<file path="src/rtl/core/bof_pkg.sv">
// ----------------------------------------------------------------------------
// bof_pkg
// shared types and constants for the bulk-out transfer framer
// ----------------------------------------------------------------------------
package bof_pkg;

  // input action codes
  typedef enum logic [1:0] {
    ACT_START   = 2'd0,
    ACT_BYTE    = 2'd1,
    ACT_REQUEST = 2'd2
  } bof_action_e;

  // kind of work handed from front to back
  typedef enum logic {
    CMD_HEADER  = 1'b0,
    CMD_PAYLOAD = 1'b1
  } bof_kind_e;

  localparam logic [7:0] ID_MSG_OUT = 8'h01;
  localparam logic [7:0] ID_REQ_IN  = 8'h02;
  localparam logic [7:0] ATTR_EOM   = 8'h01;
  localparam logic [7:0] ATTR_TERM  = 8'h02;

  localparam int unsigned HdrLen    = 12;
  localparam int unsigned BeatCntW  = $clog2(HdrLen);
  localparam int unsigned QueueDepth = 2;
  localparam int unsigned QueuePtrW  = $clog2(QueueDepth);
  localparam int unsigned QueueCntW  = $clog2(QueueDepth + 1);

  // one unit of work for the back end
  typedef struct packed {
    bof_kind_e   kind;
    logic [7:0]  id;
    logic [7:0]  tag;
    logic [31:0] size;
    logic [7:0]  attr;
    logic [7:0]  b9;
    logic [7:0]  data;
    logic [1:0]  pads;
    logic        fin;   // final beat of this command closes the transfer
  } bof_cmd_t;

  // queue status seen by front end and checks
  typedef struct packed {
    logic full;
    logic empty;
  } bof_qstat_t;

endpackage

</file>
<file path="src/rtl/core/bulk_out_transfer_framer.sv">
// ----------------------------------------------------------------------------
// bulk_out_transfer_framer
// usbtmc bulk-out framing: message and request-in headers, payload, pads
// ----------------------------------------------------------------------------
//
//  channel  | handshake              | payload
//  ---------+------------------------+----------------------------------------
//  input    | in_valid_i/in_ready_o  | action, tag, transfer_size, eom,
//           |                        | term_char, use_term_char, data_byte
//  output   | out_valid_o/out_ready_i| out_byte, last
//
//  a header item yields 12 output beats, one per cycle unless out_ready_i
//  stalls; a payload byte yields one beat, the final one plus up to three
//  zero pads; an item's first beat goes through the command queue and then
//  the back end's output register, which sets the rate: one output beat per
//  cycle while work is queued and out_ready_i is high; input stalls only
//  when the two-entry command queue is full; reset clears message tracking,
//  the queue pointers and the output valid flag
module bulk_out_transfer_framer
  import bof_pkg::*;
(
  input  logic        clk_i,
  input  logic        rst_ni,
  input  logic        in_valid_i,
  output logic        in_ready_o,
  input  logic [1:0]  action_i,
  input  logic [7:0]  tag_i,
  input  logic [31:0] transfer_size_i,
  input  logic        end_of_message_i,
  input  logic [7:0]  term_char_i,
  input  logic        use_term_char_i,
  input  logic [7:0]  data_byte_i,
  output logic        out_valid_o,
  input  logic        out_ready_i,
  output logic [7:0]  out_byte_o,
  output logic        last_o
);

  // front to queue
  logic       push;
  bof_cmd_t   push_cmd;
  // queue to back
  bof_cmd_t   head_cmd;
  bof_qstat_t qstat;
  logic       pop;

  // front end: classifies items and tracks the open message
  bof_front u_front (
    .clk_i,
    .rst_ni,
    .in_valid_i,
    .in_ready_o,
    .action_i,
    .tag_i,
    .transfer_size_i,
    .end_of_message_i,
    .term_char_i,
    .use_term_char_i,
    .data_byte_i,
    .qstat_i (qstat),
    .push_o  (push),
    .cmd_o   (push_cmd)
  );

  // decoupling queue
  bof_queue u_queue (
    .clk_i,
    .rst_ni,
    .push_i (push),
    .cmd_i  (push_cmd),
    .pop_i  (pop),
    .head_o (head_cmd),
    .stat_o (qstat)
  );

  // back end: beat sequencing and output register
  bof_back u_back (
    .clk_i,
    .rst_ni,
    .head_i  (head_cmd),
    .qstat_i (qstat),
    .pop_o   (pop),
    .out_valid_o,
    .out_ready_i,
    .out_byte_o,
    .last_o
  );

  // queue never written while full
  assert property (@(posedge clk_i) disable iff (!rst_ni) push |-> !qstat.full)
    else $error("command pushed into full queue");

  // back end never retires a command that is not there
  assert property (@(posedge clk_i) disable iff (!rst_ni) pop |-> !qstat.empty)
    else $error("command popped from empty queue");

  // queue status stays consistent
  assert property (@(posedge clk_i) disable iff (!rst_ni) !(qstat.full && qstat.empty))
    else $error("queue both full and empty");

  // a retired command leaves a beat in the output register next cycle
  assert property (@(posedge clk_i) disable iff (!rst_ni) pop |=> out_valid_o)
    else $error("retired command produced no output beat");

endmodule

</file>
<file path="src/rtl/core/bof_front.sv">
// ----------------------------------------------------------------------------
// bof_front
// accepts input items, tracks the open message and queues back-end work
// ----------------------------------------------------------------------------
module bof_front
  import bof_pkg::*;
(
  input  logic        clk_i,
  input  logic        rst_ni,
  input  logic        in_valid_i,
  output logic        in_ready_o,
  input  logic [1:0]  action_i,
  input  logic [7:0]  tag_i,
  input  logic [31:0] transfer_size_i,
  input  logic        end_of_message_i,
  input  logic [7:0]  term_char_i,
  input  logic        use_term_char_i,
  input  logic [7:0]  data_byte_i,
  input  bof_qstat_t  qstat_i,
  output logic        push_o,
  output bof_cmd_t    cmd_o
);

  logic [31:0] remain_q, remain_d;
  logic [1:0]  pad_q, pad_d;
  logic        open_q, open_d;
  logic        accept;
  logic        last_byte;

  assign in_ready_o = ~qstat_i.full;
  assign accept     = in_valid_i & in_ready_o;
  assign last_byte  = (remain_q == 32'd1);

  always_comb begin
    remain_d = remain_q;
    pad_d    = pad_q;
    open_d   = open_q;
    push_o   = 1'b0;
    cmd_o    = '0;
    cmd_o.tag  = tag_i;
    cmd_o.size = transfer_size_i;
    cmd_o.data = data_byte_i;
    if (accept) begin
      unique case (action_i)
        ACT_START: begin
          remain_d   = transfer_size_i;
          pad_d      = 2'(~transfer_size_i[1:0] + 2'd1);
          open_d     = (transfer_size_i != 32'd0);
          push_o     = 1'b1;
          cmd_o.kind = CMD_HEADER;
          cmd_o.id   = ID_MSG_OUT;
          cmd_o.attr = end_of_message_i ? ATTR_EOM : 8'h00;
          cmd_o.b9   = 8'h00;
          cmd_o.fin  = (transfer_size_i == 32'd0);
        end
        ACT_REQUEST: begin
          remain_d   = '0;
          pad_d      = '0;
          open_d     = 1'b0;
          push_o     = 1'b1;
          cmd_o.kind = CMD_HEADER;
          cmd_o.id   = ID_REQ_IN;
          cmd_o.attr = use_term_char_i ? ATTR_TERM : 8'h00;
          cmd_o.b9   = use_term_char_i ? term_char_i : 8'h00;
          cmd_o.fin  = 1'b1;
        end
        ACT_BYTE: begin
          // bytes outside a message are dropped
          if (open_q && (remain_q != 32'd0)) begin
            remain_d   = remain_q - 32'd1;
            push_o     = 1'b1;
            cmd_o.kind = CMD_PAYLOAD;
            cmd_o.pads = last_byte ? pad_q : 2'd0;
            cmd_o.fin  = last_byte;
            if (last_byte) begin
              pad_d  = '0;
              open_d = 1'b0;
            end
          end
        end
        default: ;
      endcase
    end
  end

  always_ff @(posedge clk_i or negedge rst_ni) begin
    if (!rst_ni) begin
      remain_q <= '0;
      pad_q    <= '0;
      open_q   <= 1'b0;
    end else begin
      remain_q <= remain_d;
      pad_q    <= pad_d;
      open_q   <= open_d;
    end
  end

endmodule

</file>
<file path="src/rtl/core/bof_queue.sv">
// ----------------------------------------------------------------------------
// bof_queue
// short command queue between front and back ends
// ----------------------------------------------------------------------------
module bof_queue
  import bof_pkg::*;
(
  input  logic       clk_i,
  input  logic       rst_ni,
  input  logic       push_i,
  input  bof_cmd_t   cmd_i,
  input  logic       pop_i,
  output bof_cmd_t   head_o,
  output bof_qstat_t stat_o
);

  bof_cmd_t               mem_q [QueueDepth];
  logic [QueuePtrW-1:0]   wr_ptr_q, rd_ptr_q;
  logic [QueueCntW-1:0]   cnt_q;
  logic                   do_push, do_pop;

  assign stat_o.full  = (cnt_q == QueueCntW'(QueueDepth));
  assign stat_o.empty = (cnt_q == '0);
  assign do_push      = push_i & ~stat_o.full;
  assign do_pop       = pop_i & ~stat_o.empty;
  assign head_o       = mem_q[rd_ptr_q];

  always_ff @(posedge clk_i) begin
    if (do_push) begin
      mem_q[wr_ptr_q] <= cmd_i;
    end
  end

  always_ff @(posedge clk_i or negedge rst_ni) begin
    if (!rst_ni) begin
      wr_ptr_q <= '0;
      rd_ptr_q <= '0;
      cnt_q    <= '0;
    end else begin
      if (do_push) begin
        wr_ptr_q <= (wr_ptr_q == QueuePtrW'(QueueDepth - 1)) ? '0 : wr_ptr_q + 1'b1;
      end
      if (do_pop) begin
        rd_ptr_q <= (rd_ptr_q == QueuePtrW'(QueueDepth - 1)) ? '0 : rd_ptr_q + 1'b1;
      end
      cnt_q <= cnt_q + QueueCntW'(do_push) - QueueCntW'(do_pop);
    end
  end

endmodule

</file>
<file path="src/rtl/core/bof_back.sv">
// ----------------------------------------------------------------------------
// bof_back
// expands queued commands into output beats through an output register
// ----------------------------------------------------------------------------
module bof_back
  import bof_pkg::*;
(
  input  logic       clk_i,
  input  logic       rst_ni,
  input  bof_cmd_t   head_i,
  input  bof_qstat_t qstat_i,
  output logic       pop_o,
  output logic       out_valid_o,
  input  logic       out_ready_i,
  output logic [7:0] out_byte_o,
  output logic       last_o
);

  logic [BeatCntW-1:0] beat_q, beat_d;
  logic                valid_q, valid_d;
  logic [7:0]          byte_q, byte_d;
  logic                last_q, last_d;
  logic                load;
  logic                beat_end;
  logic [7:0]          hdr_byte;

  assign load = ~qstat_i.empty & (~valid_q | out_ready_i);

  // header byte for the current beat
  always_comb begin
    case (beat_q)
      4'd0:    hdr_byte = head_i.id;
      4'd1:    hdr_byte = head_i.tag;
      4'd2:    hdr_byte = ~head_i.tag;
      4'd4:    hdr_byte = head_i.size[7:0];
      4'd5:    hdr_byte = head_i.size[15:8];
      4'd6:    hdr_byte = head_i.size[23:16];
      4'd7:    hdr_byte = head_i.size[31:24];
      4'd8:    hdr_byte = head_i.attr;
      4'd9:    hdr_byte = head_i.b9;
      default: hdr_byte = 8'h00;
    endcase
  end

  always_comb begin
    if (head_i.kind == CMD_HEADER) begin
      beat_end = (beat_q == BeatCntW'(HdrLen - 1));
    end else begin
      beat_end = (beat_q[1:0] == head_i.pads);
    end
  end

  assign pop_o = load & beat_end;

  always_comb begin
    beat_d  = beat_q;
    valid_d = valid_q & ~out_ready_i;
    byte_d  = byte_q;
    last_d  = last_q;
    if (load) begin
      valid_d = 1'b1;
      last_d  = head_i.fin & beat_end;
      beat_d  = beat_end ? '0 : beat_q + 1'b1;
      if (head_i.kind == CMD_HEADER) begin
        byte_d = hdr_byte;
      end else begin
        // payload byte first, zero pads after it
        byte_d = (beat_q == '0) ? head_i.data : 8'h00;
      end
    end
  end

  always_ff @(posedge clk_i or negedge rst_ni) begin
    if (!rst_ni) begin
      beat_q  <= '0;
      valid_q <= 1'b0;
    end else begin
      beat_q  <= beat_d;
      valid_q <= valid_d;
    end
  end

  always_ff @(posedge clk_i) begin
    byte_q <= byte_d;
    last_q <= last_d;
  end

  assign out_valid_o = valid_q;
  assign out_byte_o  = byte_q;
  assign last_o      = last_q;

endmodule

</file>
<file path="config.mk">
export PLATFORM = sky130hd
export DESIGN_NAME = bulk_out_transfer_framer
export DESIGN_NICKNAME = d
export VERILOG_FILES = /design/src/rtl/core/bof_pkg.sv /design/src/rtl/core/bulk_out_transfer_framer.sv /design/src/rtl/core/bof_front.sv /design/src/rtl/core/bof_queue.sv /design/src/rtl/core/bof_back.sv
export SDC_FILE = /design/constraint.sdc
export NUM_CORES = 1
export LEC_CHECK = 0
export BUFFER_PORTS_ARGS = -buffer_cell sky130_fd_sc_hd__buf_2
export CORE_AREA = 4 4 149 151
export CTS_CLUSTER_DIAMETER = 80
export DETAILED_ROUTE_END_ITERATION = 10
export DIE_AREA = 0 0 153 155
export PLACE_DENSITY = 0.76
export SLEW_MARGIN = 20
export SYNTH_ARGS = -nofsm -noshare
export SYNTH_HDL_FRONTEND = slang
export SYNTH_HIERARCHICAL = 1
export SYNTH_SLANG_ARGS = --single-unit
</file>
<file path="constraint.sdc">
create_clock -name clk_i -period 6.6 [get_ports clk_i]
set_input_delay 0.33 -clock clk_i [delete_from_list [all_inputs] [get_ports clk_i]]
set_output_delay 0.33 -clock clk_i [all_outputs]
set_load 0.05 [all_outputs]
</file>
**Word-level counts from Yosys, hierarchy flattened**

Memory sizes are Yosys's and may differ from the RTL's.
Index checks and enable logic that the tools add are counted.

- Input bits: 64
- Memories kept: 1
- Word-level logic and storage cells: 93
- Bits in registers: 53
- Output and inout port bits: 11
- RAM bits: 152

- $add $sub $neg: 7
- Bitwise logic cells: 14
- Mux-type cells: 34
- Equal/unequal tests: 16
- Reduce and logical (&&, ||, !) cells: 11

Memory list:

| memory | depth | width | read ports | clocked after Yosys merged registers in | wr ports | line | text |
|---|---|---|---|---|---|---|---|
| u_queue.mem_q | 2 | 76 | 1 | 0 | 1 | bof_queue.sv:17 | `bof_cmd_t mem_q [QueueDepth];` |

Operators by type and width:

| operator | count |
|---|---|
| $pmux W32 S3 | 1 |
| $pmux W8 S9 | 1 |
| $reduce_bool A32 Y1 | 2 |
| $eq A32 B1 Y1 const B | 1 |
| $logic_not A32 Y1 | 1 |
| $mux W32 | 1 |
| $pmux W16 S2 | 1 |
| $sub A32 B1 Y32 const B | 1 |
| $mux W8 | 3 |
| $eq A4 B3 Y1 const B | 4 |
| $mux W16 | 1 |
| $eq A4 B4 Y1 const B | 3 |
| $mux W1 | 12 |
| $mux W2 | 5 |
| $mux W9 | 1 |
| $not A8 Y8 | 1 |
| $and A1 B1 Y1 | 7 |
| $mux W3 | 2 |
| $pmux W1 S3 | 2 |
| $pmux W2 S3 | 1 |
| $add A4 B1 Y4 const B | 1 |
| $eq A2 B2 Y1 const B | 2 |
| $eq A4 B1 Y1 const B | 1 |
| $eq A4 B2 Y1 const B | 1 |
| 20 further kinds | 26 |

**Longest topological paths before layout**

- Depth after elaboration: 8
- Depth in mapped cells: 14
- Gate-level depth less buffers: 13

**Cells and area by module**

The synthesis kept the hierarchy.

By module, submodules not included:

| module | instances | area each (µm²) | cells an instance |
|---|---|---|---|
| bof_queue | 1 | 5818.1 | 255 |
| bof_front | 1 | 3206.8 | 392 |
| bof_back | 1 | 1337.5 | 149 |

**Least setup slack after synthesis**

OpenSTA, ideal clock, no wires.

- Path kind: reg2reg
- Start: register u_front.remain_q[0]
- End: memory u_queue/mem_q[0][0] (netlist bit) (enable)
- Stages on the path, launching flop included: 11
- Required time: 6.089 ns
- Arrival: 4.654 ns
- Setup slack: 1.435 ns
- Buffers on the path: 1
- Cells stage by stage: dfrtp_1 inv_1 ha_1 or4b_1 nor4_4 buf_6 a31oi_1 nor3_1 nor2_1 nand2_1 nor2_1

- Longest elaborated chain between the ends: 8

RTL lines:

| element | line | text |
|---|---|---|
| from (decl) | bof_front.sv:24 | `logic [31:0] remain_q, remain_d;` |
| from (signal assigned) | bof_front.sv:92 | `remain_q <= remain_d;` |
| $reduce_bool A32 Y1 | bof_front.sv:69 | `if (open_q && (remain_q != 32'd0)) begin` |
| $logic_and A1 B1 Y1 | bof_front.sv:69 |  |
| $mux W1 | bof_front.sv:69 |  |
| $pmux W1 S2 | bof_front.sv:44 | `unique case (action_i)` |
| $mux W1 | bof_front.sv:43 | `if (accept) begin` |
| via push | bulk_out_transfer_framer.sv:40 | `logic push;` |
| $and A1 B1 Y1 | bof_queue.sv:24 | `assign do_push = push_i & ~stat_o.full;` |
| $mux W1 | bof_queue.sv:29 | `if (do_push) begin` |
| $mux W1 (not written as such) | bof_queue.sv:30 | `mem_q[wr_ptr_q] <= cmd_i;` |
| to (decl) | bof_queue.sv:17 |  |

The timed path passes the listed nets, and every way through them passes these cells.

**Worst setup path after layout**

- Start: register u_front.remain_q[0]
- End: register u_front.remain_q[29]

- Longest elaborated chain between the ends: 4

RTL lines:

| element |
|---|
| parallel branches: the longest is 4 deep, another holds $sub A32 B1 Y32 |

Parallel ways; which one is timed is not known. The select of a mux whose other input is x is not followed.
A chain may end at the register's enable or synchronous reset.

==> metrics.txt <==
# TYPE chip_impl_metric gauge
chip_impl_info{name="status",value="completed"} 1
chip_impl_metric{name="drt_drc_violations_left",unit=""} 0
chip_impl_metric{name="die_x",unit="um"} 153
chip_impl_metric{name="drv_cap",unit=""} 0
chip_impl_metric{name="wirelength",unit="um"} 23000
chip_impl_metric{name="power.share.combinational",unit="%"} 32.9
chip_impl_metric{name="setup_viol",unit=""} 0
chip_impl_info{name="yosys-top-cells-area",value="sky130_fd_sc_hd__edfxtp_1 (47%), sky130_fd_sc_hd__dfrtp_1 (11%), sky130_fd_sc_hd__mux2_2 (5.2%), sky130_fd_sc_hd__buf_4 (4.7%), sky130_fd_sc_hd__mux2_4 (4.3%)"} 1
chip_impl_metric{name="critical_path_depth",unit=""} 7
chip_impl_metric{name="remaining_max_slew_budget_at_the_tightest_pin",unit="%"} 21.7
chip_impl_metric{name="post_drt_wl_per_cell",unit="um"} 20.6
chip_impl_metric{name="fin_nets",unit=""} 903
chip_impl_metric{name="peakVddDrop",unit="mV"} 0.223
chip_impl_metric{name="core_region_area",unit="um^2"} 20800
chip_impl_metric{name="cpPeakStageDelay",unit="ns"} 0.91
chip_impl_metric{name="detail_route.first_pass.iterations",unit=""} 7
chip_impl_metric{name="detailedPlace.worstSlack",unit="ns"} 2.90
chip_impl_metric{name="worstMarginPinSlew",unit="ns"} 1.17
chip_impl_info{name="start_kind",value="flop"} 1
chip_impl_metric{name="number_of_instances_in_the_synthesized_netlist",unit=""} 796
chip_impl_metric{name="post_synthesis_instance_area",unit="um^2"} 10400
chip_impl_metric{name="async_flop_share",unit="%"} 21.5
chip_impl_metric{name="share_of_final_layout_standard_cells_stronger_than_drive_strength_1",unit="%"} 25.3
chip_impl_metric{name="gr-usage-all-layers",unit="%"} 19.0
chip_impl_metric{name="max_clock_freq",unit="MHz"} 265
chip_impl_metric{name="ys_seq_area_share",unit="%"} 57.3
chip_impl_metric{name="clk_path_buf_depth",unit=""} 3
chip_impl_metric{name="req_time_crit_path",unit="ns"} 6.94
chip_impl_info{name="cts_tree",value="built"} 1
chip_impl_metric{name="r2r.worst_path.cells",unit=""} 7
chip_impl_info{name="crit_chain",value="inv_1 -> ha_1 -> or4b_1 -> nor4_4 -> nand4b_1 -> nand2_1 -> o21ai_0"} 1
chip_impl_metric{name="final.setup_skew",unit="ns"} 0.0107
chip_impl_metric{name="timing.final.ws_setup",unit="ns"} 2.83
chip_impl_metric{name="area_growth_syn_to_layout",unit="%"} 10.5
chip_impl_metric{name="internal_power",unit="W"} 0.00323
chip_impl_metric{name="grt.overflow.total",unit=""} 0
chip_impl_metric{name="yosysTopAreaCellShare",unit="%"} 46.7
chip_impl_metric{name="p_clk_share",unit="%"} 28.2
chip_impl_metric{name="initialDrtViolationCount",unit=""} 585
chip_impl_metric{name="postRouteAntennaNets",unit=""} 0
chip_impl_metric{name="start_util",unit="%"} 49.8
chip_impl_metric{name="share_seq_of_total_power",unit="%"} 39.0
chip_impl_metric{name="top_level_ports",unit=""} 75
chip_impl_metric{name="synthesis.yosys.warnings",unit=""} 6
chip_impl_metric{name="avgViaCountPerCell",unit=""} 6.03
chip_impl_metric{name="final.setup.tns",unit="ns"} 0
chip_impl_metric{name="post-cts-setup-buffers",unit=""} 0
chip_impl_metric{name="latest_clock_arrival_within_the_worst_skew_pair",unit="ns"} 0.51
chip_impl_metric{name="wire_length_of_the_first_global_routing_pass",unit="um"} 36000
chip_impl_metric{name="leakage",unit="nW"} 4.20
chip_impl_metric{name="cts.repair.resized",unit=""} 0
chip_impl_info{name="synth_top_area_cell",value="sky130_fd_sc_hd__edfxtp_1"} 1
chip_impl_metric{name="worst_setup_hold_path_clk_slew",unit="ns"} 0.06
chip_impl_metric{name="clock_sinks",unit=""} 205
chip_impl_info{name="root_buffer",value="sky130_fd_sc_hd__clkbuf_16"} 1
chip_impl_metric{name="worstHoldPathCells",unit=""} 1
chip_impl_metric{name="grt_start_max_net_pins",unit=""} 77
chip_impl_metric{name="power-per-cell-area",unit="nW/um^2"} 432
chip_impl_metric{name="first_global_vias",unit=""} 6673
chip_impl_info{name="min-delay-path-class",value="in -> reg"} 1
chip_impl_info{name="setup.worst_path.class",value="reg -> reg"} 1
chip_impl_metric{name="fp.dieArea",unit="um^2"} 23700
chip_impl_metric{name="fin_crit_period",unit="ns"} 3.77
chip_impl_metric{name="cts_inserted_buffers",unit=""} 22
chip_impl_metric{name="library_cells_used_by_synthesis",unit=""} 69
chip_impl_metric{name="swShare",unit="%"} 34.7
chip_impl_metric{name="postSynthRegisterBits",unit=""} 205
chip_impl_metric{name="clock_tree.htree_level_count",unit=""} 1
chip_impl_metric{name="std_cell_rows",unit=""} 53
chip_impl_info{name="synth_flop_cell",value="sky130_fd_sc_hd__edfxtp_1"} 1
chip_impl_metric{name="synth_enable_flop_cells",unit=""} 161
chip_impl_metric{name="route.vias.total",unit=""} 6731
chip_impl_metric{name="worstPathMaxFanout",unit=""} 26
chip_impl_metric{name="critPathBufInv",unit=""} 1
chip_impl_metric{name="slew_violations",unit=""} 0
chip_impl_metric{name="globalplace.congestion",unit=""} 0.874
chip_impl_metric{name="hold_viol",unit=""} 0
chip_impl_info{name="rsz_0062_raised_after_global_routing",value="no"} 1
chip_impl_metric{name="netSwitchingPower",unit="W"} 0.00172
chip_impl_metric{name="die_height",unit="um"} 155
chip_impl_metric{name="timing.final.crit_share",unit="%"} 57.1
chip_impl_metric{name="antenna_found_initial",unit=""} 2
chip_impl_metric{name="port_buffers",unit=""} 74
chip_impl_metric{name="ff2ff_setup_slack",unit="ns"} 2.83
chip_impl_metric{name="critical_path_arrival",unit="ns"} 4.11
chip_impl_info{name="critical_path_s_top_delay_family",value="simple AND/OR/NAND/NOR gates"} 1
chip_impl_info{name="cp-end-kind",value="flop"} 1
chip_impl_info{name="worst_path_max_delay_cell",value="sky130_fd_sc_hd__nand2_1"} 1
chip_impl_metric{name="post_dp_hpwl",unit="um"} 15000
chip_impl_metric{name="syn_area_per_cell",unit="um^2"} 13.0
## flip-flops by register name, summed over array words and instances (netlist names)
signal and count:
u_back/beat_q 4, u_back/out_valid_o 1, u_queue/wr_ptr_q 1, u_back/out_byte_o 8, u_queue/rd_ptr_q 1, u_front/remain_q 32
u_queue/cnt_q 2, u_back/last_o 1, u_queue/mem_q 152, u_front/pad_q 2, u_front/open_q 1
## worst paths after layout
check | startpoint | end
min in group asynchronous | rst_ni | u_front/remain_q[6]$_DFFE_PN0P_
worst min-delay path | data_byte_i[3] | u_queue/mem_q[1][6]$_DFFE_PP_
max in group asynchronous | rst_ni | u_queue/rd_ptr_q$_DFFE_PN0P_
worst min register to register | u_front/remain_q[12]$_DFFE_PN0P_ | u_front/remain_q[12]$_DFFE_PN0P_
worst max register to register | u_front/remain_q[0]$_DFFE_PN0P_ | u_front/remain_q[29]$_DFFE_PN0P_
worst max-delay path | u_front/remain_q[0]$_DFFE_PN0P_ | u_front/remain_q[29]$_DFFE_PN0P_
## routing by layer
layer  vias to the layer above  track usage (%)  part of all wire (%)
li1                       3049                -                     -
met1                      3293             25.6                    41
met2                       330             31.3                    48
met3                        57             3.50                   7.8
met4                         2             6.36                   3.3
met5                         -                0                 0.057
## cell usage after synthesis, types with 8 or more instances
master and number:
sky130_fd_sc_hd__a22oi_1 15, sky130_fd_sc_hd__edfxtp_1 161, sky130_fd_sc_hd__o21ai_1 9, sky130_fd_sc_hd__ha_1 14
sky130_fd_sc_hd__dfrtp_1 44, sky130_fd_sc_hd__o31ai_1 22, sky130_fd_sc_hd__nor3_1 17, sky130_fd_sc_hd__nand2_1 21
sky130_fd_sc_hd__mux2i_1 16, sky130_fd_sc_hd__nand2b_1 12, sky130_fd_sc_hd__clkbuf_1 13, sky130_fd_sc_hd__nand4_1 8
sky130_fd_sc_hd__a32oi_1 10, sky130_fd_sc_hd__nor2_1 41, sky130_fd_sc_hd__buf_2 13, sky130_fd_sc_hd__and2_1 14
sky130_fd_sc_hd__nand3_1 16, sky130_fd_sc_hd__inv_1 22, sky130_fd_sc_hd__nor4_1 14, sky130_fd_sc_hd__mux2_2 48
sky130_fd_sc_hd__a21oi_1 20, sky130_fd_sc_hd__buf_4 65, sky130_fd_sc_hd__o21ai_0 29, sky130_fd_sc_hd__a31oi_1 16
sky130_fd_sc_hd__mux2_4 30
## cell families after synthesis
group,after synthesis,synth area share (%)
compound gates,166,11.2
xor+xnor,6,0.507
fa+ha+maj,14,1.69
buf+inv,123,7.74
flops,205,57.3
mux,94,11.1
other cells,1,0.0362
simple gates,187,10.4
## through the flow
stage	hold slack [ns]	cells	util [%]	total power, W	cell area, um^2
2_1_floorplan	0.0344	807	-	0.00322	10400
3_3_place_gp	0.479	1062	50.3	0.00352	10500
3_5_place_dp	0.478	1062	50.3	0.00355	10500
4_1_cts	0.00158	1115	54.9	0.00497	11400
5_1_grt	0.00537	1117	55.0	0.00519	11400
6_report	0.0205	1117	55.0	0.00494	11400
## power groups by stage
stage / clock network (W) / logic [W] / registers (W)
floorplan: 0 / 0.00129 / 0.00193
global placement: 0 / 0.00159 / 0.00193
detailed placement: 0 / 0.00160 / 0.00195
CTS: 0.00142 / 0.00162 / 0.00192
global route: 0.00148 / 0.00175 / 0.00196
finish: 0.00139 / 0.00163 / 0.00193
## cell usage in the layout (no fill, tap or decap), drive strengths merged, types with 5 or more instances in the layout
master	synthesis	routed
nor3	18	18
nor2	41	41
a32oi	10	10
a31oi	16	16
edfxtp	161	161
clkinvlp	0	5
and2	14	14
o22ai	5	5
and3	7	7
dlygate4sd3	0	14
o32ai	6	6
nand2b	12	12
a2111oi	7	7
a22oi	15	15
or4	7	7
xnor2	5	5
ha	14	14
buf	87	81
nor2b	5	5
nand2	21	21
bufinv	0	7
a21oi	20	20
nor4	18	18
mux2	78	78
o21ai	39	39
conb	1	12
mux2i	16	16
o31ai	22	22
clkbuf	14	24
o2bb2ai	6	6
inv	22	22
nand3	16	16
dfrtp	44	44
nand4	8	8
## cell type report
class,instances,area (um^2)
Tap cell,275,344
Clock buffer,24,558
Sequential cell,205,5940
Multi-Input combinational cell,479,3680
Timing Repair Buffer,95,566
Fill cell,1708,9380
Antenna cell,1,2.50
Inverter,22,82.6
Clock inverter,16,275
## repair_timing
action / 4_1_cts / 5_1_grt
endpoints found under the hold margin: 25 / 44
endpoints found under the setup margin: 0 / 0
hold buffers: 13 / 1
Power figures use the tool's default switching activity.
